### src/rtl/csm_pkg.sv
`default_nettype none
// ----------------------------------------------------------------------------
// csm_pkg
// Shared types and constants of the contiguous subsequence matcher.
// ----------------------------------------------------------------------------
package csm_pkg;

   localparam int MAX_PATTERN_DEF = 16;
   localparam int DATA_WIDTH_DEF  = 32;
   localparam int VALUE_WIDTH     = 32;

   localparam logic OP_PATTERN = 1'b0;
   localparam logic OP_TEXT    = 1'b1;

   // Strobes that the controller sends to every cell of the row.
   typedef struct packed {
      logic pat_wr;
      logic txt_step;
      logic txt_clear;
   } cell_ctrl_type;

endpackage
`default_nettype wire

### src/rtl/csm_req_if.sv
`default_nettype none
// ----------------------------------------------------------------------------
// csm_req_if
// Input channel: pattern and text words with valid/ready handshake.
// ----------------------------------------------------------------------------
interface csm_req_if;
   logic                                  valid;
   logic                                  ready;
   logic                                  op;
   logic signed [csm_pkg::VALUE_WIDTH-1:0] value;
   logic                                  last;

   modport source (output valid, output op, output value, output last, input ready);
   modport sink   (input valid, input op, input value, input last, output ready);
endinterface
`default_nettype wire

### src/rtl/csm_rsp_if.sv
`default_nettype none
// ----------------------------------------------------------------------------
// csm_rsp_if
// Result channel: one word per completed text, with valid/ready handshake.
// ----------------------------------------------------------------------------
interface csm_rsp_if;
   logic valid;
   logic ready;
   logic found;
   logic pattern_overflow;

   modport source (output valid, output found, output pattern_overflow, input ready);
   modport sink   (input valid, input found, input pattern_overflow, output ready);
endinterface
`default_nettype wire

### src/rtl/csm_cell.sv
`default_nettype none
// ----------------------------------------------------------------------------
// csm_cell
// One position of the matcher row. Holds one pattern element and a flag that
// says the text words ending at the previous step equal the pattern prefix
// up to and including this cell. The flag moves one cell to the right per
// text word.
// ----------------------------------------------------------------------------
module csm_cell #(
   parameter int DATA_WIDTH = 32,
   parameter int LEN_WIDTH  = 5,
   parameter int CELL_INDEX = 0
) (
   input  wire                          clock,
   input  wire                          reset,
   input  csm_pkg::cell_ctrl_type       ctrl,
   input  wire [LEN_WIDTH-1:0]          wr_index,
   input  wire [LEN_WIDTH-1:0]          pat_len,
   input  wire [DATA_WIDTH-1:0]         data,
   input  wire                          prefix_prev,
   output logic                         prefix_out,
   output logic                         hit
);
   import csm_pkg::*;

   logic [DATA_WIDTH-1:0] pat_ff;
   logic                  prefix_ff;
   logic                  prefix_in;
   logic                  prefix_now;
   logic                  is_tail;

   // Prefix of length CELL_INDEX+1 ends at the word being accepted.
   assign prefix_now = prefix_prev & (data == pat_ff);
   assign is_tail    = (pat_len == LEN_WIDTH'(CELL_INDEX + 1));
   assign hit        = ctrl.txt_step & prefix_now & is_tail;
   assign prefix_out = prefix_ff;

   always_comb begin
      prefix_in = prefix_ff;
      if (ctrl.txt_clear) begin
         prefix_in = 1'b0;
      end else if (ctrl.txt_step) begin
         prefix_in = prefix_now;
      end
   end

   always_ff @(posedge clock) begin
      if (reset) begin
         prefix_ff <= 1'b0;
      end else begin
         prefix_ff <= prefix_in;
      end
      if (ctrl.pat_wr && (wr_index == LEN_WIDTH'(CELL_INDEX))) begin
         pat_ff <= data;
      end
   end

endmodule
`default_nettype wire

### src/rtl/contiguous_subsequence_matcher.sv
`default_nettype none
// ----------------------------------------------------------------------------
// contiguous_subsequence_matcher
// Tells whether a stored pattern occurs as a contiguous run in a text stream.
// ----------------------------------------------------------------------------
// Pattern words (op 0) are written into a row of MAX_PATTERN cells, one cell
// per element, until the word marked last; text words (op 1) are then
// broadcast to every cell, and each cell compares the word with its pattern
// element and passes a prefix-match flag to its right neighbor. A new word,
// pattern or text, is taken in each cycle while the result register is free
// or being read. The result word is registered and appears in the cycle
// after the last text word; its path is one element compare per cell plus
// an OR across the row. An empty pattern always reports found, and a pattern
// longer than MAX_PATTERN reports pattern_overflow with found low.
// A pattern word after a completed pattern starts a new pattern.
// ----------------------------------------------------------------------------
module contiguous_subsequence_matcher #(
   parameter int MAX_PATTERN = csm_pkg::MAX_PATTERN_DEF,
   parameter int DATA_WIDTH  = csm_pkg::DATA_WIDTH_DEF
) (
   input  wire        clock,
   input  wire        reset,
   csm_req_if.sink    req_ch,
   csm_rsp_if.source  rsp_ch
);
   import csm_pkg::*;

   localparam int LEN_WIDTH = $clog2(MAX_PATTERN + 1);

   logic [LEN_WIDTH-1:0]   len_ff, len_in;
   logic                   closed_ff, closed_in;
   logic                   ovf_ff, ovf_in;
   logic                   seen_ff, seen_in;
   logic                   rsp_valid_ff;
   logic                   found_ff;
   logic                   rsp_ovf_ff;

   logic                   accept;
   logic                   is_pat;
   logic                   is_txt;
   logic                   restart;
   logic [LEN_WIDTH-1:0]   base_len;
   logic                   room;
   logic                   hit;
   logic [DATA_WIDTH-1:0]  data;
   cell_ctrl_type          ctrl;
   logic [MAX_PATTERN:0]   prefix_chain;
   logic [MAX_PATTERN-1:0] cell_hit;

   assign req_ch.ready = !rsp_valid_ff || rsp_ch.ready;
   assign accept       = req_ch.valid && req_ch.ready;
   assign is_pat       = accept && (req_ch.op == OP_PATTERN);
   assign is_txt       = accept && (req_ch.op == OP_TEXT);
   assign restart      = is_pat && closed_ff;
   assign base_len     = restart ? '0 : len_ff;
   assign room         = (base_len < LEN_WIDTH'(MAX_PATTERN));
   assign data         = DATA_WIDTH'($unsigned(req_ch.value));

   assign ctrl.pat_wr    = is_pat && room;
   assign ctrl.txt_step  = is_txt;
   assign ctrl.txt_clear = (is_txt && req_ch.last) || restart;

   // The empty prefix matches at every position.
   assign prefix_chain[0] = 1'b1;

   for (genvar k = 0; k < MAX_PATTERN; k++) begin : g_cell
      csm_cell #(
         .DATA_WIDTH (DATA_WIDTH),
         .LEN_WIDTH  (LEN_WIDTH),
         .CELL_INDEX (k)
      ) u_cell (
         .clock       (clock),
         .reset       (reset),
         .ctrl        (ctrl),
         .wr_index    (base_len),
         .pat_len     (len_ff),
         .data        (data),
         .prefix_prev (prefix_chain[k]),
         .prefix_out  (prefix_chain[k+1]),
         .hit         (cell_hit[k])
      );
   end

   assign hit = (len_ff == '0) || (|cell_hit);

   always_comb begin
      len_in    = len_ff;
      closed_in = closed_ff;
      ovf_in    = ovf_ff;
      seen_in   = seen_ff;
      if (is_pat) begin
         len_in    = room ? base_len + LEN_WIDTH'(1) : base_len;
         ovf_in    = (!restart && ovf_ff) || !room;
         closed_in = req_ch.last;
         seen_in   = restart ? 1'b0 : seen_ff;
      end else if (is_txt) begin
         closed_in = 1'b1;
         seen_in   = req_ch.last ? 1'b0 : (seen_ff || hit);
      end
   end

   always_ff @(posedge clock) begin
      if (reset) begin
         len_ff       <= '0;
         closed_ff    <= 1'b0;
         ovf_ff       <= 1'b0;
         seen_ff      <= 1'b0;
         rsp_valid_ff <= 1'b0;
      end else begin
         len_ff    <= len_in;
         closed_ff <= closed_in;
         ovf_ff    <= ovf_in;
         seen_ff   <= seen_in;
         if (is_txt && req_ch.last) begin
            rsp_valid_ff <= 1'b1;
         end else if (rsp_ch.ready) begin
            rsp_valid_ff <= 1'b0;
         end
      end
      if (is_txt && req_ch.last) begin
         found_ff   <= !ovf_ff && (seen_ff || hit);
         rsp_ovf_ff <= ovf_ff;
      end
   end

   assign rsp_ch.valid            = rsp_valid_ff;
   assign rsp_ch.found            = found_ff;
   assign rsp_ch.pattern_overflow = rsp_ovf_ff;

endmodule
`default_nettype wire

### src/flat_wrapper.sv
// flat-port wrapper written by rule: the top's interface ports become plain ports
module contiguous_subsequence_matcher_flat import csm_pkg::*;
#(
   parameter int MAX_PATTERN = csm_pkg::MAX_PATTERN_DEF,
   parameter int DATA_WIDTH  = csm_pkg::DATA_WIDTH_DEF
)
  (clock, reset, req_ch_valid, req_ch_op, req_ch_value, req_ch_last, req_ch_ready, rsp_ch_valid, rsp_ch_found, rsp_ch_pattern_overflow, rsp_ch_ready);
  csm_req_if req_ch_i ();
  csm_rsp_if rsp_ch_i ();
  input  wire clock;
  input  wire reset;
  input wire logic [$bits(req_ch_i.valid)-1:0] req_ch_valid;
  input wire logic [$bits(req_ch_i.op)-1:0] req_ch_op;
  input wire logic [$bits(req_ch_i.value)-1:0] req_ch_value;
  input wire logic [$bits(req_ch_i.last)-1:0] req_ch_last;
  output wire logic [$bits(req_ch_i.ready)-1:0] req_ch_ready;
  output wire logic [$bits(rsp_ch_i.valid)-1:0] rsp_ch_valid;
  output wire logic [$bits(rsp_ch_i.found)-1:0] rsp_ch_found;
  output wire logic [$bits(rsp_ch_i.pattern_overflow)-1:0] rsp_ch_pattern_overflow;
  input wire logic [$bits(rsp_ch_i.ready)-1:0] rsp_ch_ready;
  assign req_ch_i.valid = req_ch_valid;
  assign req_ch_i.op = req_ch_op;
  assign req_ch_i.value = req_ch_value;
  assign req_ch_i.last = req_ch_last;
  assign req_ch_ready = req_ch_i.ready;
  assign rsp_ch_valid = rsp_ch_i.valid;
  assign rsp_ch_found = rsp_ch_i.found;
  assign rsp_ch_pattern_overflow = rsp_ch_i.pattern_overflow;
  assign rsp_ch_i.ready = rsp_ch_ready;
  contiguous_subsequence_matcher #(.MAX_PATTERN(MAX_PATTERN), .DATA_WIDTH(DATA_WIDTH)) u_core (.clock(clock), .reset(reset), .req_ch(req_ch_i), .rsp_ch(rsp_ch_i));
endmodule
### config.mk
export PLATFORM = sky130hd
export DESIGN_NAME = contiguous_subsequence_matcher_flat
export DESIGN_NICKNAME = d
export VERILOG_FILES = /design/src/rtl/csm_pkg.sv /design/src/rtl/csm_req_if.sv /design/src/rtl/csm_rsp_if.sv /design/src/rtl/csm_cell.sv /design/src/rtl/contiguous_subsequence_matcher.sv /design/src/flat_wrapper.sv
export SDC_FILE = /design/constraint.sdc
export NUM_CORES = 1
export LEC_CHECK = 0
export ABC_CLOCK_PERIOD_IN_PS = 11700
export BUFFER_PORTS_ARGS = -buffer_cell sky130_fd_sc_hd__buf_2
export CORE_ASPECT_RATIO = 0.7
export CORE_UTILIZATION = 40
export CTS_BUF_LIST = sky130_fd_sc_hd__clkbuf_4
export DETAILED_ROUTE_END_ITERATION = 8
export GPL_TIMING_DRIVEN = 0
export PLACE_DENSITY = 0.59
export SYNTH_ARGS = -nofsm -noshare
export SYNTH_HDL_FRONTEND = slang
export SYNTH_SLANG_ARGS = --single-unit
### constraint.sdc
create_clock -name clock -period 11.7 [get_ports clock]
set_input_delay 2.925 -clock clock [delete_from_list [all_inputs] [get_ports clock]]
set_output_delay 2.925 -clock clock [all_outputs]
set_load 0.02 [all_outputs]
==> qor.yml, run 1 <==
finish:
  final_util_pct: 46.54
  area_growth_syn_to_layout_pct: 14.24
  final_area_sq_um: 25870
  drive_above_1_share_pct: 19.19
  fillers: 4894
  final_nets: 1693
logic_synthesis:
  synthesis.instances: 1460
  yosysUniqueCellTypes: 43
  postSynth.topFlopCell: "edfxtp_1"
  synth.top_cell.area_share_pct: 68.15
  nets_in_the_synthesized_netlist: 1502
  ys_seq_elements: 538
  asyncSetResetFlopFracSynth_pct: 0
  yosysWarnings: 0
  yosysSeqAreaShare_pct: 70.28
  netlist.top_cell.by_area: "edfxtp_1"
  synth.avg_cell_area_sq_um: 15.51
  netlist_area_sq_um: 22650
  top_cells_by_area_synth: "edfxtp_1 68%, xnor2_1 14%, xor2_1 6.1%"
  synth_edf_count: 514
routing:
  antenna_violating_nets_post_route: 0
  drt-pass1-iter-count: 5
  total_length_of_routed_wires_um: 72530
  detailroute.via_count: 13510
  first_iter_violations: 1989
  wl_per_cell_um: 29.32
  drc: 0
  vias_per_cell: 5.461
floorplanning:
  std_cell_rows: 72
  die_width_um: 286.4
  initial_core_util_pct: 40.74
  floorplan.die_area_sq_um: 57590
  die_h_um: 201.1
  floorplan.io_pins: 42
  core_area_sq_um: 55580
sta:
  grt_setup_unrepaired: "false"
  worst_slew_pin_slew_ps: 1184
  setup_slack_ps: 4924
  max_clock_freq_mhz: 147.6
  min_period_over_period_pct: 57.92
  setup-tns-final_ps: 0
  period_needed_ps: 6776
  report.final.slew_viol_count: 0
  finalSetupViolations: 0
  hold_viol: 0
  relSlewSlack_pct: 20.35
  final.setup_skew_ps: 46.95
clock_network:
  clkSinkCount: 538
  cts_setup_buffers: 0
  clk-insertion-delay-late_ps: 890
  worst_setup_hold_path_clk_slew_ps: 70
  htree_levels: 4
  post_cts.resized_instances: 0
  ctsRootBufferMaster: "clkbuf_4"
  clock_tree_from_tritoncts: "built"
  postCtsHoldBufs: 0
  cts_buffer_depth: 3
  cts_made_buffers: 133
worst_hold_path:
  holdCritPathClass: "reg2reg"
flow_run:
  max_cap_violations: 0
placement:
  placed_cell_area_sq_um: 24230
  detailedPlace.worstSlack_ps: 4385
  dp_hpwl_um: 44530
  io_buffers: 40
  place.gp.congestion: 0.9102
global_route:
  globalRoute.totalOverflow: 0
  grt_first_pass_wirelength_um: 99390
  antenna_found_initial: 7
  grt_max_degree: 33
  total_global_route_track_usage_pct: 25.53
  first_global_vias: 12810
pwr:
  pwr_density_cell_nw_per_um2: 154.0
  power.static_leakage_uw: 0.008094
  irDropWorstVdd_uv: 88.34
setup_path:
  critical_path.endpoint_type: "primary output"
  timing_worst_setup_path_type: "in2out"
  cp-start-kind: "input pin"
  worstPathRequired_ps: 8780
  crit_path_max_fanout: 10
  crit_arrival_ps: 3850
status:
  outcome: "finished clean"
through the flow:
stage / instances / hold slack, ps / power (uW)
after floorplan: 1460 / 431.6 / 2299
after global placement: 2240 / 445.9 / 2426
after detailed placement: 2256 / 448.4 / 2430
after CTS: 2470 / 458.9 / 3998
after global routing: 2472 / 475.0 / 4120
final: 2474 / 462.2 / 3983
registers in the layout (all words and copies together), names as in the netlist:
signal                           count
u_core.seen_ff                       1
u_core.rsp_ch.found                  1
u_core.rsp_ch.pattern_overflow       1
u_core.g_cell.u_cell.pat_ff        512
u_core.ovf_ff                        1
u_core.closed_ff                     1
u_core.len_ff                        5
u_core.g_cell.u_cell.prefix_out     15
u_core.rsp_ch.valid                  1
layer usage:
| metal | wire, um | GRT usage, % |
|---|---|---|
| met5 | 19 | 0 |
| met4 | 1195 | 6.398 |
| met3 | 8701 | 8.318 |
| met2 | 29970 | 34.77 |
| met1 | 32650 | 38.76 |
power breakdown:
group | switching (uW) | total [uW] | leakage, uW | internal [uW]
combinational | 194 | 269 | 0.00228 | 74.4
sequential | 4.62 | 2120 | 0.00482 | 2120
clock | 759 | 1590 | 0.000989 | 833
worst paths after layout:
path	end	start	slack (ps)	cells after the start
worst max-delay path	req_ch_ready	rsp_ch_ready	4920	4
worst max register to register	u_core.g_cell[2].u_cell.pat_ff[29]	u_core.rsp_ch.valid	8080	7
worst min register to register	u_core.g_cell[2].u_cell.prefix_out	u_core.g_cell[2].u_cell.prefix_out	460	2
worst min-delay path	u_core.g_cell[2].u_cell.prefix_out	u_core.g_cell[2].u_cell.prefix_out	460	2
cell usage after synthesis, drive strengths merged, types with 2 or more instances:
cell,instances
a2bb2oi,2
mux2i,2
o211a,2
nor2,28
nor3,28
inv,9
a211oi,2
xnor2,350
ha,4
nand3,24
clkbuf,22
nor4,49
nand4,101
a31oi,2
dfxtp,24
buf,52
a21oi,17
o22ai,3
xor2,159
nand2b,7
edfxtp,514
nand2,37
and2,2
nor3b,2
nor2b,4
cell usage in the layout (no fill, tap or decap), types with 2 or more instances in the layout:
| cell | count |
|---|---|
| buf_1 | 2 |
| xnor2_1 | 350 |
| xor2_1 | 159 |
| clkinv_1 | 6 |
| diode_2 | 4 |
| nand3_1 | 24 |
| a21oi_1 | 17 |
| nor2_4 | 16 |
| edfxtp_1 | 514 |
| nor2_1 | 12 |
| nand2b_1 | 7 |
| nor3b_1 | 2 |
| o22ai_1 | 3 |
| clkbuf_4 | 199 |
| nand2_1 | 37 |
| a31oi_1 | 2 |
| nor4_1 | 49 |
| a2bb2oi_1 | 2 |
| mux2i_1 | 2 |
| nor3_1 | 28 |
| buf_16 | 2 |
| a211oi_1 | 2 |
| nand4_1 | 101 |
| bufinv_16 | 3 |
| inv_1 | 9 |
| dfxtp_1 | 24 |
| inv_2 | 5 |
| o211a_1 | 2 |
| buf_2 | 88 |
| buf_12 | 14 |
| nor2b_1 | 4 |
| ha_1 | 4 |
| clkbuf_1 | 22 |
critical path, stage by stage:
cell      delay, ps
buf_2            70
nand2b_1        260
buf_2           360
buf_2           230
cells by family after synthesis:
logic type	share of synthesized area (%)
AOI/OAI and AO/OA	1.000
xor gates and xnor gates	19.69
adders and majority gates	0.2210
buffers and inverters	1.691
DFF	70.28
muxes	0.08840
and+or+nand+nor	7.039
final cells by class:
class                      instances  area (sq um)  area share (%)
tap                              740         925.9           3.579
clock buffer                     199          1494           5.775
inverter                           9         33.78          0.1306
buffer                            74         349.1           1.349
timing repair buffer              56         535.5           2.070
sequential                       538         15920           61.52
multi-input combinational        839          6469           25.00
clock inverter                    15         138.9          0.5368
antenna                            4         10.01         0.03869
No activity file was read; power rests on OpenSTA's default activity.
==> run 2, diff against run 1 <==
- ABC_CLOCK_PERIOD_IN_PS: 11700 -> 5900
- PLACE_DENSITY: 0.59 -> 0.61
- clock period: 11.7 -> 5.9 ns (I/O delays scaled with it)
==> run 2 against run 1 <==
Sequential power increased by 99%. Clock skew decreased by 3.5 ps. Utilization about the same. Critical path type is now in2reg. Hold slack about the same. First-iteration DRC count increased by 1.5%.
==> qor.yml, run 2 (same netlist as run 1, synthesis figures left out) <==
status:
  outcome: "finished clean"
clock_network:
  cts_buffer_depth: 3
  postCtsHoldBufs: 0
  ctsRootBufferMaster: "clkbuf_4"
  cts_setup_buffers: 0
  post_cts.resized_instances: 0
  clock_tree_from_tritoncts: "built"
  htree_levels: 4
  cts_made_buffers: 132
  clk-insertion-delay-late_ps: 850
  worst_setup_hold_path_clk_slew_ps: 70
  clkSinkCount: 538
routing:
  first_iter_violations: 2018
  antenna_violating_nets_post_route: 0
  detailroute.via_count: 13400
  total_length_of_routed_wires_um: 72330
  drc: 0
  drt-pass1-iter-count: 5
  vias_per_cell: 5.429
  wl_per_cell_um: 29.29
sta:
  finalSetupViolations: 0
  hold_viol: 0
  worst_slew_pin_slew_ps: 1431
  final.hold.worst_slack_ps: 462.3
  setup-tns-final_ps: 0
  relSlewSlack_pct: 3.705
  grt_setup_unrepaired: "false"
  max_clock_freq_mhz: 195.6
  final.setup_skew_ps: 43.48
  min_period_over_period_pct: 86.65
  report.final.slew_viol_count: 0
  period_needed_ps: 5113
floorplanning:
  die_h_um: 201.1
  initial_core_util_pct: 40.74
  core_area_sq_um: 55580
  floorplan.die_area_sq_um: 57590
  std_cell_rows: 72
  die_width_um: 286.4
  floorplan.io_pins: 42
finish:
  fillers: 4859
  final_nets: 1692
  layout.cells.most_common_list: "514 x edfxtp_1, 350 x xnor2_1, 186 x clkbuf_4"
  area_growth_syn_to_layout_pct: 14.18
  largest_register: "u_core.g_cell.u_cell.pat_ff"
  number_of_flip_flops_under_the_largest_register_name: 512
  fin_cells: 2469
  drive_above_1_share_pct: 18.70
  layout_commonest_cell: "edfxtp_1"
pwr:
  power_share_of_the_combinational_group_pct: 6.7
  power.static_leakage_uw: 0.008083
  seqPwrFrac_pct: 53.3
  pwr_density_cell_nw_per_um2: 305.3
  p_switching_uw: 1892
  irDropWorstVdd_uv: 152.3
  clock_power_share_pct: 40.0
  power.share.switching_pct: 23.96
  intPower_uw: 6003
global_route:
  total_global_route_track_usage_pct: 25.45
  grtUsageMet1_pct: 39.31
  grt_max_degree: 33
  antenna_found_initial: 6
  grt-busiest-layer: "met1"
  globalRoute.totalOverflow: 0
  first_global_vias: 12780
  grt_first_pass_wirelength_um: 99560
  use_met2_pct: 34.49
  met3_usage_pct: 7.955
placement:
  dp_hpwl_um: 45260
  place.gp.congestion: 0.9121
  placedCellCount: 2256
  io_buffers: 40
setup_path:
  worstPathRequired_ps: 6590
  crit_arrival_ps: 5800
  timing_worst_setup_path_type: "in2reg"
  timing.critical_path.max_delay_family: "buffers and inverters"
  delay_of_the_slowest_critical_path_stage_ps: 900
  cp-start-kind: "input pin"
  crit_buf_inv: 3
  path_cells: "buf_2 -> clkbuf_1 -> buf_2 -> xnor2_1 -> nand4_1 -> nor4_1 -> nand3_1 -> o22ai_1 -> a22oi_1 -> nand4_1 -> nor2b_1"
  crit_path_max_fanout: 17
  slowest_stage: "nor4_1"
  critical_path.endpoint_type: "register"
worst_hold_path:
  holdCritPathClass: "reg2reg"
flow_run:
  max_cap_violations: 0
-- run 2: per-stage QoR --
stage          worst slack [ps]  cell area, sq um  power, uW  utilization [%]
2_1_floorplan              1265             22650       4558                -
3_3_place_gp             -417.0             23770       4809            42.77
3_5_place_dp              126.5             24230       4818            43.59
4_1_cts                   995.4             25850       7947            46.51
5_1_grt                   712.4             25860       8172            46.52
6_report                  787.5             25860       7895            46.52
-- run 2: final cells by class --
type                       count  area [sq um]  area share, %
multi-input combinational    839          6469          25.02
tap                          740         925.9          3.581
inverter                       9         33.78         0.1306
sequential                   538         15920          61.55
antenna                        2         5.005        0.01935
buffer                        74         349.1          1.350
clock buffer                 186          1396          5.400
clock inverter                25         229.0         0.8855
timing repair buffer          56         535.5          2.071
-- run 2: path summary, 6_finish.rpt --
| kind | startpoint | end | slack (ps) | cells after the start |
|---|---|---|---|---|
| hold reg to reg | u_core.g_cell[4].u_cell.prefix_out | u_core.g_cell[4].u_cell.prefix_out | 460 | 2 |
| setup / recovery | req_ch_value[13] | u_core.rsp_ch.found | 790 | 11 |
| hold / removal | u_core.g_cell[4].u_cell.prefix_out | u_core.g_cell[4].u_cell.prefix_out | 460 | 2 |
| setup reg to reg | u_core.rsp_ch.valid | u_core.g_cell[2].u_cell.pat_ff[0] | 2350 | 7 |
-- run 2: worst reg2reg max path, cell delays in order (launching register included) --
cell	delay, ps
dfxtp_1	310
nand2b_1	220
buf_2	390
nand2_1	190
a211oi_1	810
nand2_1	450
nor2_4	610
buf_16	250
-- run 2: metal layers --
metal / share of wire [%] / vias up / routed length [um]
met5: 0.11 / - / 81
met4: 1.1 / 2 / 763
met3: 13 / 62 / 9090
met2: 41 / 756 / 29860
met1: 45 / 6811 / 32530
li1: - / 5772 / -
-- run 2: power groups by stage --
stage                     Clock [uW]  Combinational, uW  Sequential (uW)
after global routing            3410                556             4210
after CTS                       3210                528             4210
after detailed placement           0                525             4290
after global placement             0                515             4290
final                           3160                531             4210
after floorplan                    0                265             4290
==> run 3, diff against run 2 <==
- CAP_MARGIN: default -> 20
- CELL_PAD_IN_SITES_DETAIL_PLACEMENT: default -> 0
- CELL_PAD_IN_SITES_GLOBAL_PLACEMENT: default -> 1
- PLACE_DENSITY: 0.61 -> 0.69
==> run 3 against run 2 <==
Total power rose by 0.39%. Largest power group unchanged. Critical path type unchanged. Global-route usage up 0.095 points. Sequential power is essentially flat. Final area increased by 0.37%. Worst setup slack got worse by 6.5 ps. Sequential share of layout area shrank 0.23 points. Count of clock-buffer cells in the layout increased by 10. Cell count up 0.61%. Hold slack lost 0.59 ps. Wire length is 0.43% higher. First-iteration DRC count decreased by 13%. Non-clock buffer count rose by 3.
==> qor.yml, run 3 (same netlist as run 1, synthesis figures left out) <==
sta:
  final.setup_skew_ps: 46.37
  hold_viol: 0
  min_period_over_period_pct: 86.76
  worst_slew_pin_slew_ps: 1238
  max_clock_freq_mhz: 195.4
  grt_setup_unrepaired: "false"
  finalSetupViolations: 0
  period_needed_ps: 5119
  report.final.slew_viol_count: 0
  relSlewSlack_pct: 16.74
finish:
  final_nets: 1698
  layout.cells.most_common_list: "514 x edfxtp_1, 350 x xnor2_1, 197 x clkbuf_4"
  layout_commonest_cell: "edfxtp_1"
  final_util_pct: 46.69
  area_growth_syn_to_layout_pct: 14.60
  largest_register: "u_core.g_cell.u_cell.pat_ff"
  fillers: 4939
  number_of_flip_flops_under_the_largest_register_name: 512
  drive_above_1_share_pct: 19.17
floorplanning:
  std_cell_rows: 72
  die_h_um: 201.1
  floorplan.io_pins: 42
  initial_core_util_pct: 40.74
  core_area_sq_um: 55580
  die_width_um: 286.4
  floorplan.die_area_sq_um: 57590
global_route:
  grt_first_pass_wirelength_um: 99650
  total_global_route_track_usage_pct: 25.54
  first_global_vias: 13120
  grt_max_degree: 33
  antenna_found_initial: 6
  globalRoute.totalOverflow: 0
worst_hold_path:
  holdCritPathClass: "reg2reg"
routing:
  wl_per_cell_um: 29.24
  detailroute.via_count: 13550
  antenna_violating_nets_post_route: 0
  vias_per_cell: 5.453
  first_iter_violations: 1749
  drc: 0
  drt-pass1-iter-count: 5
  total_length_of_routed_wires_um: 72640
pwr:
  power_share_of_the_combinational_group_pct: 6.7
  clock_power_share_pct: 40.2
  irDropWorstVdd_uv: 206.1
  total_power_uw: 7926
  pwr_density_cell_nw_per_um2: 305.4
  seqPwrFrac_pct: 53.1
  intPower_uw: 6035
  power.share.switching_pct: 23.85
  p_switching_uw: 1891
  power.static_leakage_uw: 0.008143
clock_network:
  clkSinkCount: 538
  ctsRootBufferMaster: "clkbuf_4"
  cts_setup_buffers: 0
  cts_made_buffers: 135
  cts_buffer_depth: 3
  worst_setup_hold_path_clk_slew_ps: 60
  clock_tree_from_tritoncts: "built"
  htree_levels: 4
  postCtsHoldBufs: 0
  post_cts.resized_instances: 0
  clk-insertion-delay-late_ps: 870
flow_run:
  max_cap_violations: 0
setup_path:
  worst_r2r_startpoint: "u_core.rsp_ch.valid"
  cp-start-kind: "input pin"
  critical_path.startpoint: "req_ch_value[13]"
  path_cells: "buf_2 -> clkbuf_1 -> buf_2 -> xnor2_1 -> nand4_1 -> nor4_1 -> nand4_1 -> o22ai_1 -> a22oi_1 -> nand4_1 -> nor2b_1"
  crit_path_max_fanout: 17
  r2r_slack_ps: 2260
  timing_worst_setup_path_type: "in2reg"
  slowest_stage: "nor4_1"
  most_prevalent_standard_cell_on_the_critical_path: "nand4_1"
  r2r_cells: 7
  worstPathRequired_ps: 6630
  crit_arrival_ps: 5840
  delay_of_the_slowest_critical_path_stage_ps: 770
  worstReg2RegEnd: "u_core.g_cell[4].u_cell.pat_ff[4]"
  critical_path.endpoint_type: "register"
  setup.worst_path.end: "u_core.rsp_ch.found"
placement:
  io_buffers: 40
  place.gp.congestion: 0.9319
  dp_hpwl_um: 45110
status:
  outcome: "finished clean"
## run 3: power groups by stage
stage	registers [uW]	logic (uW)	clock network (uW)
final	4210	534	3180
after detailed placement	4290	528	0
after global placement	4290	514	0
after global routing	4210	559	3440
after floorplan	4290	265	0
after CTS	4210	530	3240
## run 3: through the flow
stage | std cells | hold WS [ps] | worst slack [ps] | TNS (ps) | instance area, sq um
after global placement | 2240 | 445.4 | -478.1 | -133740 | 23770
after floorplan | 1460 | 431.6 | 1265 | 0 | 22650
after detailed placement | 2257 | 450.8 | 122.4 | 0 | 24260
after CTS | 2480 | 460.4 | 1066 | 0 | 25940
after global routing | 2483 | 481.9 | 950.1 | 0 | 25950
final | 2484 | 461.7 | 781.0 | 0 | 25950
## run 3: layer usage
metal	part of all wire (%)	GRT usage (%)	vias to the layer above	wire (um)
li1	-	-	5778	-
met1	44	38.74	6884	32000
met2	41	34.59	787	29780
met3	13	9.159	96	9736
met4	1.5	5.634	0	1121
met5	0	0	-	0
## run 3: cell type report
class                   instances  area (sq um)  share of cell area (%)
multi-input cells             839          6469                   24.92
repair buffers                 59         575.6                   2.218
diodes                          2         5.005                 0.01928
inverters                       9         33.78                  0.1302
well taps                     740         925.9                   3.567
plain buffers                  74         349.1                   1.345
flip-flops and latches        538         15920                   61.32
clock buffers                 196          1471                   5.669
clock inverters                27         209.0                  0.8051
## run 3: how the worst min path moves through the flow
stage                                                    from                                  end  slack (ps)  cells after the start
after floorplan                                 u_core.ovf_ff       u_core.rsp_ch.pattern_overflow         430                      0
after global placement     u_core.g_cell[0].u_cell.prefix_out   u_core.g_cell[0].u_cell.prefix_out         450                      2
after detailed placement  u_core.g_cell[10].u_cell.prefix_out  u_core.g_cell[10].u_cell.prefix_out         450                      2
after CTS                 u_core.g_cell[10].u_cell.prefix_out  u_core.g_cell[10].u_cell.prefix_out         460                      2
after global routing       u_core.g_cell[6].u_cell.prefix_out   u_core.g_cell[6].u_cell.prefix_out         480                      2
final                     u_core.g_cell[10].u_cell.prefix_out  u_core.g_cell[10].u_cell.prefix_out         460                      2
## run 3: critical path: cells and delay by family
kind            cells  cell delay [ps]
compound gates      2              410
xor+xnor            1              190
buf+inv             3             2050
simple gates        5             1670
